==> src/hw/rtl/ipmi_kcs_pkg.sv <==
`timescale 1ns / 1ps
// Shared types and constants of the KCS BMC-side engine.
package ipmi_kcs_pkg;

    localparam int DEF_NUM_CHANNELS = 2;
    localparam int DEF_PACKET_BYTES = 64;

    localparam logic [7:0] CMD_ABORT       = 8'h60;
    localparam logic [7:0] CMD_WRITE_START = 8'h61;
    localparam logic [7:0] CMD_WRITE_END   = 8'h62;
    localparam logic [7:0] CMD_READ        = 8'h68;

    localparam logic [7:0] ERR_NONE    = 8'h00;
    localparam logic [7:0] ERR_ABORTED = 8'h01;
    localparam logic [7:0] ERR_ILLEGAL = 8'h02;

    localparam logic [1:0] ST_IDLE  = 2'd0;
    localparam logic [1:0] ST_READ  = 2'd1;
    localparam logic [1:0] ST_WRITE = 2'd2;
    localparam logic [1:0] ST_ERROR = 2'd3;

    localparam logic [1:0] ABORT_NONE     = 2'd0;
    localparam logic [1:0] ABORT_STEP_ONE = 2'd2;
    localparam logic [1:0] ABORT_STEP_TWO = 2'd3;

    typedef enum logic [2:0] {
        OP_HOST_CMD  = 3'd0,
        OP_HOST_DATA = 3'd1,
        OP_LOAD      = 3'd2,
        OP_FETCH     = 3'd3,
        OP_READ_REQ  = 3'd4,
        OP_UNKNOWN   = 3'd7
    } t_op;

    typedef enum logic [2:0] {
        PH_IDLE      = 3'd0,
        PH_WRITE     = 3'd1,
        PH_WRITE_END = 3'd2,
        PH_READ      = 3'd3,
        PH_ABORT     = 3'd4,
        PH_ERROR     = 3'd5
    } t_phase;

    typedef struct packed {
        logic [0:0] channel;
        logic [2:0] operation;
        logic [7:0] data_byte;
        logic       last;
        logic [5:0] index;
    } t_in_item;

    typedef struct packed {
        logic [1:0] host_state;
        logic       out_valid;
        logic [7:0] out_byte;
        logic       request_ready;
        logic [6:0] request_length;
        logic [7:0] request_byte;
    } t_out_item;

    typedef struct packed {
        logic       absent;
        t_op        op;
        logic [0:0] channel;
        logic [7:0] data_byte;
        logic       last;
        logic [5:0] index;
    } t_cmd;

endpackage

==> src/hw/rtl/ipmi_kcs_front.sv <==
`timescale 1ns / 1ps
// Front end: decodes transactions and queues them for the back end.
module ipmi_kcs_front import ipmi_kcs_pkg::*; #(
    parameter int NUM_CHANNELS = DEF_NUM_CHANNELS
) (
    input  logic     i_clk,
    input  logic     i_rst_n,
    input  logic     i_in_valid,
    output logic     o_in_ready,
    input  t_in_item i_in_data,
    output logic     o_cmd_valid,
    input  logic     i_cmd_ready,
    output t_cmd     o_cmd
);

    t_cmd       r_q [2];
    logic [1:0] r_count;
    logic       r_wr;
    logic       r_rd;
    t_cmd       dec;
    logic       push;
    logic       pop;

    always_comb begin
        dec.absent    = 32'(i_in_data.channel) >= NUM_CHANNELS;
        dec.channel   = i_in_data.channel;
        dec.data_byte = i_in_data.data_byte;
        dec.last      = i_in_data.last;
        dec.index     = i_in_data.index;
        case (i_in_data.operation)
            OP_HOST_CMD:  dec.op = OP_HOST_CMD;
            OP_HOST_DATA: dec.op = OP_HOST_DATA;
            OP_LOAD:      dec.op = OP_LOAD;
            OP_FETCH:     dec.op = OP_FETCH;
            OP_READ_REQ:  dec.op = OP_READ_REQ;
            default: dec.op = OP_UNKNOWN;
        endcase
    end

    assign o_in_ready  = r_count != 2'd2;
    assign o_cmd_valid = r_count != 2'd0;
    assign o_cmd       = r_q[r_rd];
    assign push        = i_in_valid && o_in_ready;
    assign pop         = o_cmd_valid && i_cmd_ready;

    always_ff @(posedge i_clk) begin
        if (!i_rst_n) begin
            r_count <= 2'd0;
            r_wr    <= 1'b0;
            r_rd    <= 1'b0;
        end else begin
            if (push) r_wr <= ~r_wr;
            if (pop) r_rd <= ~r_rd;
            r_count <= r_count + {1'b0, push} - {1'b0, pop};
        end
    end

    always_ff @(posedge i_clk) begin
        if (push) r_q[r_wr] <= dec;
    end

endmodule

==> src/hw/rtl/ipmi_kcs_back.sv <==
`timescale 1ns / 1ps
// Back end: per-channel KCS phase logic, packet stores and result register.
module ipmi_kcs_back import ipmi_kcs_pkg::*; #(
    parameter int NUM_CHANNELS = DEF_NUM_CHANNELS,
    parameter int PACKET_BYTES = DEF_PACKET_BYTES
) (
    input  logic      i_clk,
    input  logic      i_rst_n,
    input  logic      i_cmd_valid,
    output logic      o_cmd_ready,
    input  t_cmd      i_cmd,
    output logic      o_out_valid,
    input  logic      i_out_ready,
    output t_out_item o_out_data
);

    localparam int CHW   = (NUM_CHANNELS > 1) ? $clog2(NUM_CHANNELS) : 1;
    localparam int AW    = $clog2(PACKET_BYTES);
    localparam int CW    = $clog2(PACKET_BYTES + 1);
    localparam int MEMW  = CHW + AW;
    localparam int DEPTH = 1 << MEMW;

    t_phase       r_phase  [NUM_CHANNELS];
    logic [1:0]   r_astep  [NUM_CHANNELS];
    logic [7:0]   r_err    [NUM_CHANNELS];
    logic [1:0]   r_status [NUM_CHANNELS];
    logic [CW-1:0] r_rcount [NUM_CHANNELS];
    logic         r_rready [NUM_CHANNELS];
    logic [CW-1:0] r_spos   [NUM_CHANNELS];
    logic [CW-1:0] r_slen   [NUM_CHANNELS];
    logic [CW-1:0] r_lcount [NUM_CHANNELS];

    logic [7:0] r_rx_mem [DEPTH];
    logic [7:0] r_tx_mem [DEPTH];
    logic [7:0] r_rx_q;
    logic [7:0] r_tx_q;

    logic      r_valid;
    t_out_item r_out;
    logic      r_use_tx;
    logic      r_use_rx;

    logic [CHW-1:0] c;
    logic           adv;
    t_phase         n_phase;
    logic [1:0]     n_astep;
    logic [7:0]     n_err;
    logic [1:0]     n_status;
    logic [CW-1:0]  n_rcount;
    logic           n_rready;
    logic [CW-1:0]  n_spos;
    logic [CW-1:0]  n_slen;
    logic [CW-1:0]  n_lcount;
    t_out_item      n_out;
    logic           n_use_tx;
    logic           n_use_rx;
    logic           rx_we;
    logic           tx_we;
    logic [AW-1:0]  rx_waddr;
    logic [AW-1:0]  tx_waddr;
    logic [AW-1:0]  tx_raddr;
    logic [AW-1:0]  rx_raddr;
    logic           done;

    assign c           = CHW'(i_cmd.channel);
    assign adv         = i_cmd_valid && (!r_valid || i_out_ready);
    assign o_cmd_ready = !r_valid || i_out_ready;

    always_comb begin
        n_phase  = r_phase[c];
        n_astep  = r_astep[c];
        n_err    = r_err[c];
        n_status = r_status[c];
        n_rcount = r_rcount[c];
        n_rready = r_rready[c];
        n_spos   = r_spos[c];
        n_slen   = r_slen[c];
        n_lcount = r_lcount[c];
        n_out    = '0;
        n_use_tx = 1'b0;
        n_use_rx = 1'b0;
        rx_we    = 1'b0;
        tx_we    = 1'b0;
        rx_waddr = r_rcount[c][AW-1:0];
        tx_waddr = r_lcount[c][AW-1:0];
        tx_raddr = '0;
        rx_raddr = AW'(i_cmd.index);
        done     = r_spos[c] >= r_slen[c];
        case (i_cmd.op)
            OP_HOST_CMD: begin
                n_status = ST_WRITE;
                if (i_cmd.data_byte == CMD_WRITE_START) begin
                    n_rcount = '0;
                    n_phase  = PH_WRITE;
                end else if (i_cmd.data_byte == CMD_WRITE_END) begin
                    n_phase = PH_WRITE_END;
                end else if (i_cmd.data_byte == CMD_ABORT) begin
                    if (r_err[c] == ERR_NONE) n_err = ERR_ABORTED;
                    n_phase         = PH_ABORT;
                    n_astep         = ABORT_STEP_ONE;
                    n_out.out_valid = 1'b1;
                end else begin
                    n_err    = ERR_ILLEGAL;
                    n_status = ST_ERROR;
                    n_phase  = PH_ERROR;
                end
            end
            OP_HOST_DATA: begin
                case (r_phase[c])
                    PH_WRITE, PH_WRITE_END: begin
                        if (32'(r_rcount[c]) < PACKET_BYTES) begin
                            rx_we    = 1'b1;
                            n_rcount = r_rcount[c] + CW'(1);
                        end
                        if (r_phase[c] == PH_WRITE) begin
                            n_status = ST_WRITE;
                        end else begin
                            n_status = ST_READ;
                            n_phase  = PH_READ;
                            n_rready = 1'b1;
                        end
                    end
                    PH_READ: begin
                        n_out.out_valid = 1'b1;
                        if (done) n_status = ST_IDLE;
                        if (i_cmd.data_byte != CMD_READ) begin
                            n_status = ST_ERROR;
                        end else if (done) begin
                            n_phase = PH_IDLE;
                        end else begin
                            n_use_tx = 32'(r_spos[c]) < PACKET_BYTES;
                            tx_raddr = r_spos[c][AW-1:0];
                            n_spos   = r_spos[c] + CW'(1);
                        end
                    end
                    PH_ABORT: begin
                        if (r_astep[c] == ABORT_STEP_ONE) begin
                            n_status        = ST_READ;
                            n_out.out_valid = 1'b1;
                            n_out.out_byte  = r_err[c];
                            n_astep         = ABORT_STEP_TWO;
                        end else if (r_astep[c] == ABORT_STEP_TWO) begin
                            n_status        = ST_IDLE;
                            n_phase         = PH_IDLE;
                            n_astep         = ABORT_NONE;
                            n_out.out_valid = 1'b1;
                        end
                    end
                    default: ;
                endcase
            end
            OP_LOAD: begin
                if (32'(r_lcount[c]) < PACKET_BYTES) begin
                    tx_we    = 1'b1;
                    n_lcount = r_lcount[c] + CW'(1);
                end
                if (i_cmd.last) begin
                    n_slen          = n_lcount;
                    n_spos          = CW'(1);
                    n_lcount        = '0;
                    n_out.out_valid = 1'b1;
                    if (r_lcount[c] == '0) begin
                        n_out.out_byte = i_cmd.data_byte;
                    end else begin
                        n_use_tx = 1'b1;
                    end
                end
            end
            OP_FETCH: begin
                if (r_rready[c]) begin
                    n_rready             = 1'b0;
                    n_out.request_ready  = 1'b1;
                    n_out.request_length = 7'(r_rcount[c]);
                end
            end
            OP_READ_REQ: begin
                n_use_rx = 32'(i_cmd.index) < PACKET_BYTES;
            end
            default: ;
        endcase
        n_out.host_state = n_status;
        if (i_cmd.absent) begin
            n_out    = '0;
            n_use_tx = 1'b0;
            n_use_rx = 1'b0;
            rx_we    = 1'b0;
            tx_we    = 1'b0;
        end
    end

    always_ff @(posedge i_clk) begin
        if (!i_rst_n) begin
            r_valid <= 1'b0;
            for (int k = 0; k < NUM_CHANNELS; k++) begin
                r_phase[k]  <= PH_IDLE;
                r_astep[k]  <= ABORT_NONE;
                r_err[k]    <= ERR_NONE;
                r_status[k] <= ST_ERROR;
                r_rcount[k] <= '0;
                r_rready[k] <= 1'b0;
                r_spos[k]   <= '0;
                r_slen[k]   <= '0;
                r_lcount[k] <= '0;
            end
        end else begin
            if (adv) begin
                r_valid <= 1'b1;
            end else if (i_out_ready) begin
                r_valid <= 1'b0;
            end
            if (adv && !i_cmd.absent) begin
                r_phase[c]  <= n_phase;
                r_astep[c]  <= n_astep;
                r_err[c]    <= n_err;
                r_status[c] <= n_status;
                r_rcount[c] <= n_rcount;
                r_rready[c] <= n_rready;
                r_spos[c]   <= n_spos;
                r_slen[c]   <= n_slen;
                r_lcount[c] <= n_lcount;
            end
        end
    end

    always_ff @(posedge i_clk) begin
        if (adv) begin
            r_out    <= n_out;
            r_use_tx <= n_use_tx;
            r_use_rx <= n_use_rx;
            r_tx_q   <= r_tx_mem[{c, tx_raddr}];
            r_rx_q   <= r_rx_mem[{c, rx_raddr}];
            if (rx_we) r_rx_mem[{c, rx_waddr}] <= i_cmd.data_byte;
            if (tx_we) r_tx_mem[{c, tx_waddr}] <= i_cmd.data_byte;
        end
    end

    always_comb begin
        o_out_data = r_out;
        if (r_use_tx) o_out_data.out_byte = r_tx_q;
        if (r_use_rx) o_out_data.request_byte = r_rx_q;
    end

    assign o_out_valid = r_valid;

endmodule

==> src/hw/rtl/ipmi_kcs_bmc_side_engine.sv <==
`timescale 1ns / 1ps
// Top level of the KCS BMC-side engine: decode queue and execution back end.
// Path: each input transaction passes through a queue slot in the front end, then is executed
// into the result register of the back end.
// Throughput: one transaction per cycle while i_out_ready lets results drain, set by the execute
// stage and the registered read port of each packet store; a held result stalls the queue.
// Reset: synchronous, active low; every channel returns to idle phase with error status.
// Packet stores are not cleared; no clearing pass is run.
module ipmi_kcs_bmc_side_engine import ipmi_kcs_pkg::*; #(
    parameter int NUM_CHANNELS = DEF_NUM_CHANNELS,
    parameter int PACKET_BYTES = DEF_PACKET_BYTES
) (
    input  logic      i_clk,
    input  logic      i_rst_n,
    input  logic      i_in_valid,
    output logic      o_in_ready,
    input  t_in_item  i_in_data,
    output logic      o_out_valid,
    input  logic      i_out_ready,
    output t_out_item o_out_data
);

    logic cmd_valid;
    logic cmd_ready;
    t_cmd cmd;

    ipmi_kcs_front #(
        .NUM_CHANNELS(NUM_CHANNELS)
    ) u_front (
        .i_clk      (i_clk),
        .i_rst_n    (i_rst_n),
        .i_in_valid (i_in_valid),
        .o_in_ready (o_in_ready),
        .i_in_data  (i_in_data),
        .o_cmd_valid(cmd_valid),
        .i_cmd_ready(cmd_ready),
        .o_cmd      (cmd)
    );

    ipmi_kcs_back #(
        .NUM_CHANNELS(NUM_CHANNELS),
        .PACKET_BYTES(PACKET_BYTES)
    ) u_back (
        .i_clk      (i_clk),
        .i_rst_n    (i_rst_n),
        .i_cmd_valid(cmd_valid),
        .o_cmd_ready(cmd_ready),
        .i_cmd      (cmd),
        .o_out_valid(o_out_valid),
        .i_out_ready(i_out_ready),
        .o_out_data (o_out_data)
    );

    a_no_byte_without_obf: assert property (@(posedge i_clk) disable iff (!i_rst_n)
        o_out_valid && !o_out_data.out_valid |-> o_out_data.out_byte == 8'd0)
        else $error("out_byte set without OBF");

    a_length_needs_ready: assert property (@(posedge i_clk) disable iff (!i_rst_n)
        o_out_valid && !o_out_data.request_ready |-> o_out_data.request_length == 7'd0)
        else $error("request_length without request_ready");

    a_fetch_exclusive: assert property (@(posedge i_clk) disable iff (!i_rst_n)
        o_out_valid && o_out_data.request_ready
        |-> !o_out_data.out_valid && o_out_data.request_byte == 8'd0)
        else $error("fetch result mixed with other results");

endmodule

==> config.mk <==
export PLATFORM = sky130hd
export DESIGN_NAME = ipmi_kcs_bmc_side_engine
export DESIGN_NICKNAME = d
export VERILOG_FILES = /design/src/hw/rtl/ipmi_kcs_pkg.sv /design/src/hw/rtl/ipmi_kcs_front.sv /design/src/hw/rtl/ipmi_kcs_back.sv /design/src/hw/rtl/ipmi_kcs_bmc_side_engine.sv
export SDC_FILE = /design/constraint.sdc
export NUM_CORES = 2
export LEC_CHECK = 0
export BUFFER_PORTS_ARGS = -buffer_cell sky130_fd_sc_hd__buf_2
export CAP_MARGIN = 20
export CORE_UTILIZATION = 43
export CTS_CLUSTER_DIAMETER = 40
export DETAILED_ROUTE_END_ITERATION = 8
export SYNTH_ARGS = -nofsm -noshare
export SYNTH_HDL_FRONTEND = slang
export SYNTH_SLANG_ARGS = --single-unit
==> constraint.sdc <==
create_clock -name i_clk -period 6.1 [get_ports i_clk]
set_input_delay 0.61 -clock i_clk [delete_from_list [all_inputs] [get_ports i_clk]]
set_output_delay 0.61 -clock i_clk [all_outputs]
set_load 0.1 [all_outputs]
**Word-level counts from Yosys, hierarchy flattened**

Memories as Yosys holds them, arrays and structs flattened. A register that Yosys moved wholly into a read port is not among the register bits.
Cells that the tools add are included.

- Logic and storage cells: 206
- Memory bits (read-only): 0
- Register bits after elaboration: 34
- Bits in latches: 0
- Input port bits: 23
- Memories: 12
- Bits in writable memories: 2174

Memories:

| memory | depth | bits a word | rd ports | clocked after memory_dff | wr ports | line | source |
|---|---|---|---|---|---|---|---|
| u_back.r_rx_mem | 128 | 8 | 1 | 1 | 1 | ipmi_kcs_back.sv:33 | `logic [7:0] r_rx_mem [DEPTH];` |
| u_back.r_tx_mem | 128 | 8 | 1 | 1 | 1 | ipmi_kcs_back.sv:34 | `logic [7:0] r_tx_mem [DEPTH];` |
| u_front.r_q | 2 | 19 | 1 | 1 | 1 | ipmi_kcs_front.sv:16 | `t_cmd r_q [2];` |
| u_back.r_err | 2 | 8 | 1 | 0 | 2 | ipmi_kcs_back.sv:25 | `logic [7:0] r_err [NUM_CHANNELS];` |
| u_back.r_lcount | 2 | 7 | 1 | 0 | 2 | ipmi_kcs_back.sv:31 | `logic [CW-1:0] r_lcount [NUM_CHANNELS];` |
| u_back.r_rcount | 2 | 7 | 1 | 0 | 2 | ipmi_kcs_back.sv:27 | `logic [CW-1:0] r_rcount [NUM_CHANNELS];` |
| 6 more memories | -- | -- | -- | -- | -- | -- |  |

- Divide/modulo/power cells: 0
- Multipliers: 0
- $add $sub $neg: 5
- Bitwise logic cells: 4
- Shift-type cells: 0
- Equal/unequal tests: 19
- Multiplexer cells: 126
- Reductions and logical operators: 24
- Magnitude comparators: 4

Operator list:

| operator | count |
|---|---|
| 2-to-1 mux 7 bit | 16 |
| 2-to-1 mux 8 bit | 12 |
| 2-to-1 mux 1 bit | 57 |
| 2-to-1 mux 2 bit | 15 |
| case mux 7 bit (2 select lines) | 2 |
| OR reduction 7 bit | 4 |
| equality test 8 x 7 -> 1 bit, second input constant | 3 |
| 2-to-1 mux 3 bit | 8 |
| 2-to-1 mux 6 bit | 4 |
| adder 7 x 1 -> 7 bit, second input constant | 3 |
| less-than comparator 7 bit, second input constant | 3 |
| equality test 3 x 2 -> 1 bit, second input constant | 6 |
| case mux 8 bit (2 select lines) | 1 |
| case mux 3 bit (5 select lines) | 1 |
| equality test 3 x 1 -> 1 bit, second input constant | 3 |
| equality test 3 bit, second input constant | 3 |
| 2-to-1 mux 9 bit | 1 |
| case mux 3 bit (3 select lines) | 1 |
| zero test 8 bit | 1 |
| inequality test 8 x 7 -> 1 bit, second input constant | 1 |
| case mux 2 bit (2 select lines) | 2 |
| OR reduction 2 bit | 4 |
| OR reduction 8 bit | 1 |
| >= comparator 7 bit | 1 |
| 18 further kinds | 29 |

**Logic depth before layout (Yosys ltp)**

- Word-level depth: 9
- Gate-level depth with buffers: 29

**Hierarchy**

From an unflattened synthesis, not the netlist that was laid out.

- Cells, all modules: 5245
- Area, all modules: 88643.8 µm²

By module, submodules not included:

| module | times used | cells each | area an instance (µm²) | seq. area each (µm²) |
|---|---|---|---|---|
| ipmi_kcs_back | 1 | 5152 | 86977.2 | 65252.6 |
| ipmi_kcs_front | 1 | 93 | 1666.6 | 1241.2 |

**Worst setup path before layout**

OpenSTA, ideal clock, no wires.

- Path type: reg-to-reg
- From: register with a tool-made name
- To: register u_back.r_tx_q[4] (read register of u_back.r_tx_mem) (data pin)
- Slack: 0.116 ns
- Path buffers: 9
- Cell stages (with the launch flop): 26
- Period minus slack after synthesis: 5.984 ns
- Arrival time: 5.720 ns
- Required time: 5.835 ns
- Path through: dfxtp_1 -> buf_4 -> mux2_4 -> buf_6 -> clkbuf_1 -> clkbuf_1 -> clkbuf_1 -> mux2i_1 -> ha_1 -> and3_1 -> a221o_1 -> a21oi_1 -> nand2_1 -> inv_1 -> ha_1 -> clkbuf_1 -> clkbuf_1 -> buf_1 -> clkbuf_1 -> mux2i_1 -> nand2_1 -> a21oi_1 -> nor3_1 -> o221ai_1 -> o211ai_1 -> nor3b_1

RTL lines:

| element | line | source |
|---|---|---|
| end: declaration | ipmi_kcs_back.sv:36 | `logic [7:0] r_tx_q;` |

==> impl_results.md <==
- # port buffers: 51
- Commonest non-fill, non-tap cells in the layout: edfxtp_1, nand2_1, nor2_1
- Num CTS Buffers: between 200 and 300
- Clock Sinks: 2,217
- Die Wd: 458.1 µm
- GPL Wtd Cong: 0.9164
- CTS Buffer Depth: 4
- Cell Area, Placed: 94,220 µm²
- Number of synthesized flops with an enable pin: ~2,200
- Vias in the first global route: 51,992
- Routed wire per std cell: 28.62 µm
- Number of max-cap violations: 0
- Finished Cell Area: 103,300 µm²
- Syn Std Cell Area: 89,460 µm²
- Most common cell after layout, fill and taps aside: edfxtp_1
- Synth unique cells: 79
- Clock slew at reported path FFs: 0.06 ns
- Flop pwr share: 0.438
- Mean Syn Cell Area: between 15 and 20 µm²
- Dpl hpwl: 146.6 mm
- Critical path class: reg2reg
- Clock power share: 0.379
- Crit path max fanout: just over 80
- Sum Neg Setup Slack: -0.04937 ns
- Antenna-violating nets left: 0
- Seq/Total Area, Yosys: 0.7433
- Worst Tran Pin Value: 1.223 ns
- Gr usage total: 0.2377
- Sw Ratio: 0.2878
- DRC errors left: 0
- FFs w/ async S/R, synth: 0
- Critical Path Source Type: register
- Vias per inst: 6.027
- TritonCTS clock tree: built
- H-Tree Depth: 5
- Starting DRT DRC Count: 6,544
- Status: finished with violations
- Worst endpoint data arrival time: 6.89 ns
- Rows: about 170
- Clock Skews: 0.04362 ns
- Syn Nets: 5,677
- HP Class: in2reg
- Comb pwr share: 0.183
- Io pins: 52
- Post-layout util: 0.4995
- Final Hold Vio Count: 0
- Period utilization: 1.008
- Worst setup EP type: register
- P_sw: approximately 12 mW
- Nets: 5,945
- Most used DFF post-synth: edfxtp_1
- Die Y: 458.1 µm
- Total gr overflow: 0
- Area grow syn2layout: 15.49%
- Failing checks: setup timing
- YS warnings: 0
- Final Critical Period: 6.149 ns
- First-pass GRT wire length: ~370 mm
- DP Cell Count: 8,303
- WP data required: approximately 7 ns
- Pwr per Cell Area: 406.9 nW/µm²
- Full die area: 209,900 µm²
- Root buf cell: clkbuf_16
- Total number of vias: 53,066
- Core area: about 210,000 µm²
- Largest net degree at the start of global routing: 161
- Peak VDD IR: 387.4 µV
- Slew Limit Fails: 0
- Unrepaired setup endpoints after global routing: false
- Setup-failing EPs final: 1
- Internal: 29.94 mW
- Leak pwr: around 33 nW
- Worst-skew pair later-pin latency: 0.94 ns
- Worst slew margin: 0.1634
- Fmax: 0.1626 GHz
- Syn Inst Count: 5,638
- Initial antenna violation count: 8
- Post-route setup slack: -0.04937 ns
- TritonRoute pass-1 iters: 9
- Flops & latches, synth: 2,217
- Non-Filler Instances: ~8,800
- Share of layout cells above drive strength 1: 0.1788
- Starting Density: 0.4325
- Drt total wl: about 250 mm
- Total power: ~42 mW
-- power by group through the flow --
stage	logic, mW	registers, mW	clock network, mW
5_1_grt	8.14	18.4	16.7
4_1_cts	7.74	18.4	16.1
3_5_place_dp	7.71	18.7	0
6_report	7.71	18.4	15.9
2_1_floorplan	4.78	18.8	0
3_3_place_gp	7.61	18.7	0
-- final cells by class --
cell class              count  area [µm²]
inverters                  25       116.4
diodes                      4       10.01
repair buffers            332        2771
multi-input cells        3049       21700
clock buffers             338        7490
well taps                2704        3383
flip-flops and latches   2217       66500
fillers                 17013      103500
clock inverters           136        1354
-- metrics by stage --
stage	setup WS (ns)	hold WS, ns
floorplan	0.1156	0.4432
global placement	-0.0002367	0.4529
detailed placement	-0.03989	0.4638
CTS	0.1190	0.02748
global route	0.01194	0.02180
finish	-0.04937	0.06423
-- state kept, by name (all words and copies together) (netlist names), 6 cells and up, named ones only --
name	flops
u_back.r_rx_mem	1024
u_back.r_rx_q	8
u_back.r_spos	14
u_back.r_lcount	14
u_back.r_err	16
u_back.o_out_data	11
u_back.r_rcount	14
u_back.r_out	8
u_back.r_tx_q	8
u_front.r_q	38
u_back.r_phase	6
u_back.r_tx_mem	1024
u_back.r_slen	14
-- cell usage after synthesis, types with 21 or more instances --
cell,n,share of area
buf_2,103,0.0058
o211ai_1,21,0.0018
nor3_1,21,0.0012
a21oi_1,157,0.0088
mux2i_1,158,0.018
a311oi_1,49,0.0048
a221oi_1,25,0.0024
edfxtp_1,2209,0.74
o21ai_0,96,0.0054
and3_1,47,0.0033
mux4_2,269,0.068
nor2_1,449,0.019
a31oi_1,126,0.0088
nand3_1,251,0.014
a211oi_1,139,0.012
mux2_2,54,0.0068
inv_1,22,0.00092
nand2_1,830,0.035
and2_1,91,0.0064
clkbuf_1,189,0.0079
buf_1,36,0.0015
o22ai_1,23,0.0016
-- logic make-up after synthesis --
| kind of cell | Yosys count | synth area share |
|---|---|---|
| flip-flops | 2217 | 0.7433 |
| AND/OR/NAND/NOR | 1775 | 0.08565 |
| AO/OA/AOI/OAI | 760 | 0.05684 |
| multiplexers | 484 | 0.09278 |
| buffers and inverters | 373 | 0.01797 |
| adder cells (fa/ha/maj) | 16 | 0.002238 |
| XOR/XNOR | 13 | 0.001273 |
-- per-layer routing --
layer | global-route usage | vias up | part of all wire
met5 | 0 | - | 0.000044
met4 | 0.07548 | 2 | 0.030
met3 | 0.04834 | 474 | 0.099
met2 | 0.3669 | 2844 | 0.46
met1 | 0.3387 | 27235 | 0.41
li1 | - | 22511 | -
-- critical path, cell delays in order (launching register included) --
cell	delay (ns)
edfxtp_1	0.42
mux2_4	0.40
buf_4	0.29
nand2_1	0.12
nand2_1	0.08
ha_1	0.31
o2111ai_1	0.22
or2_2	0.35
nand2_1	0.19
inv_1	0.16
ha_4	0.20
o21a_1	0.27
nand4_1	0.20
buf_4	0.17
buf_12	0.35
o21ai_0	0.25
a31oi_1	0.29
a21oi_1	0.12
a2111oi_0	1.08
nor2_1	0.18
o211ai_1	0.22
-- worst paths after layout --
| kind | to | cells past startpoint | start | slack [ns] |
|---|---|---|---|---|
| worst min register to register | u_back.r_rready[1] | 2 | u_back.r_rready[1] | 0.48 |
| worst max register to register | u_back.r_tx_q[3] | 20 | u_front.r_q[0][15] | -0.05 |
| worst min-delay path | u_front.r_q[1][18] | 1 | i_in_data[17] | 0.06 |
| worst max-delay path | u_back.r_tx_q[3] | 20 | u_front.r_q[0][15] | -0.05 |
-- timing repair --
item                                   in CTS  in global routing
endpoints found under the hold margin      32                  0
hold buffers                               16                  0
gates resized for setup                     2                  2
cloned                                      1                  0
setup buffers                               4                  2
pin swaps                                   0                  0
setup endpoints to repair                   2                  6
Note: power is estimated with default switching activity, not from simulation.
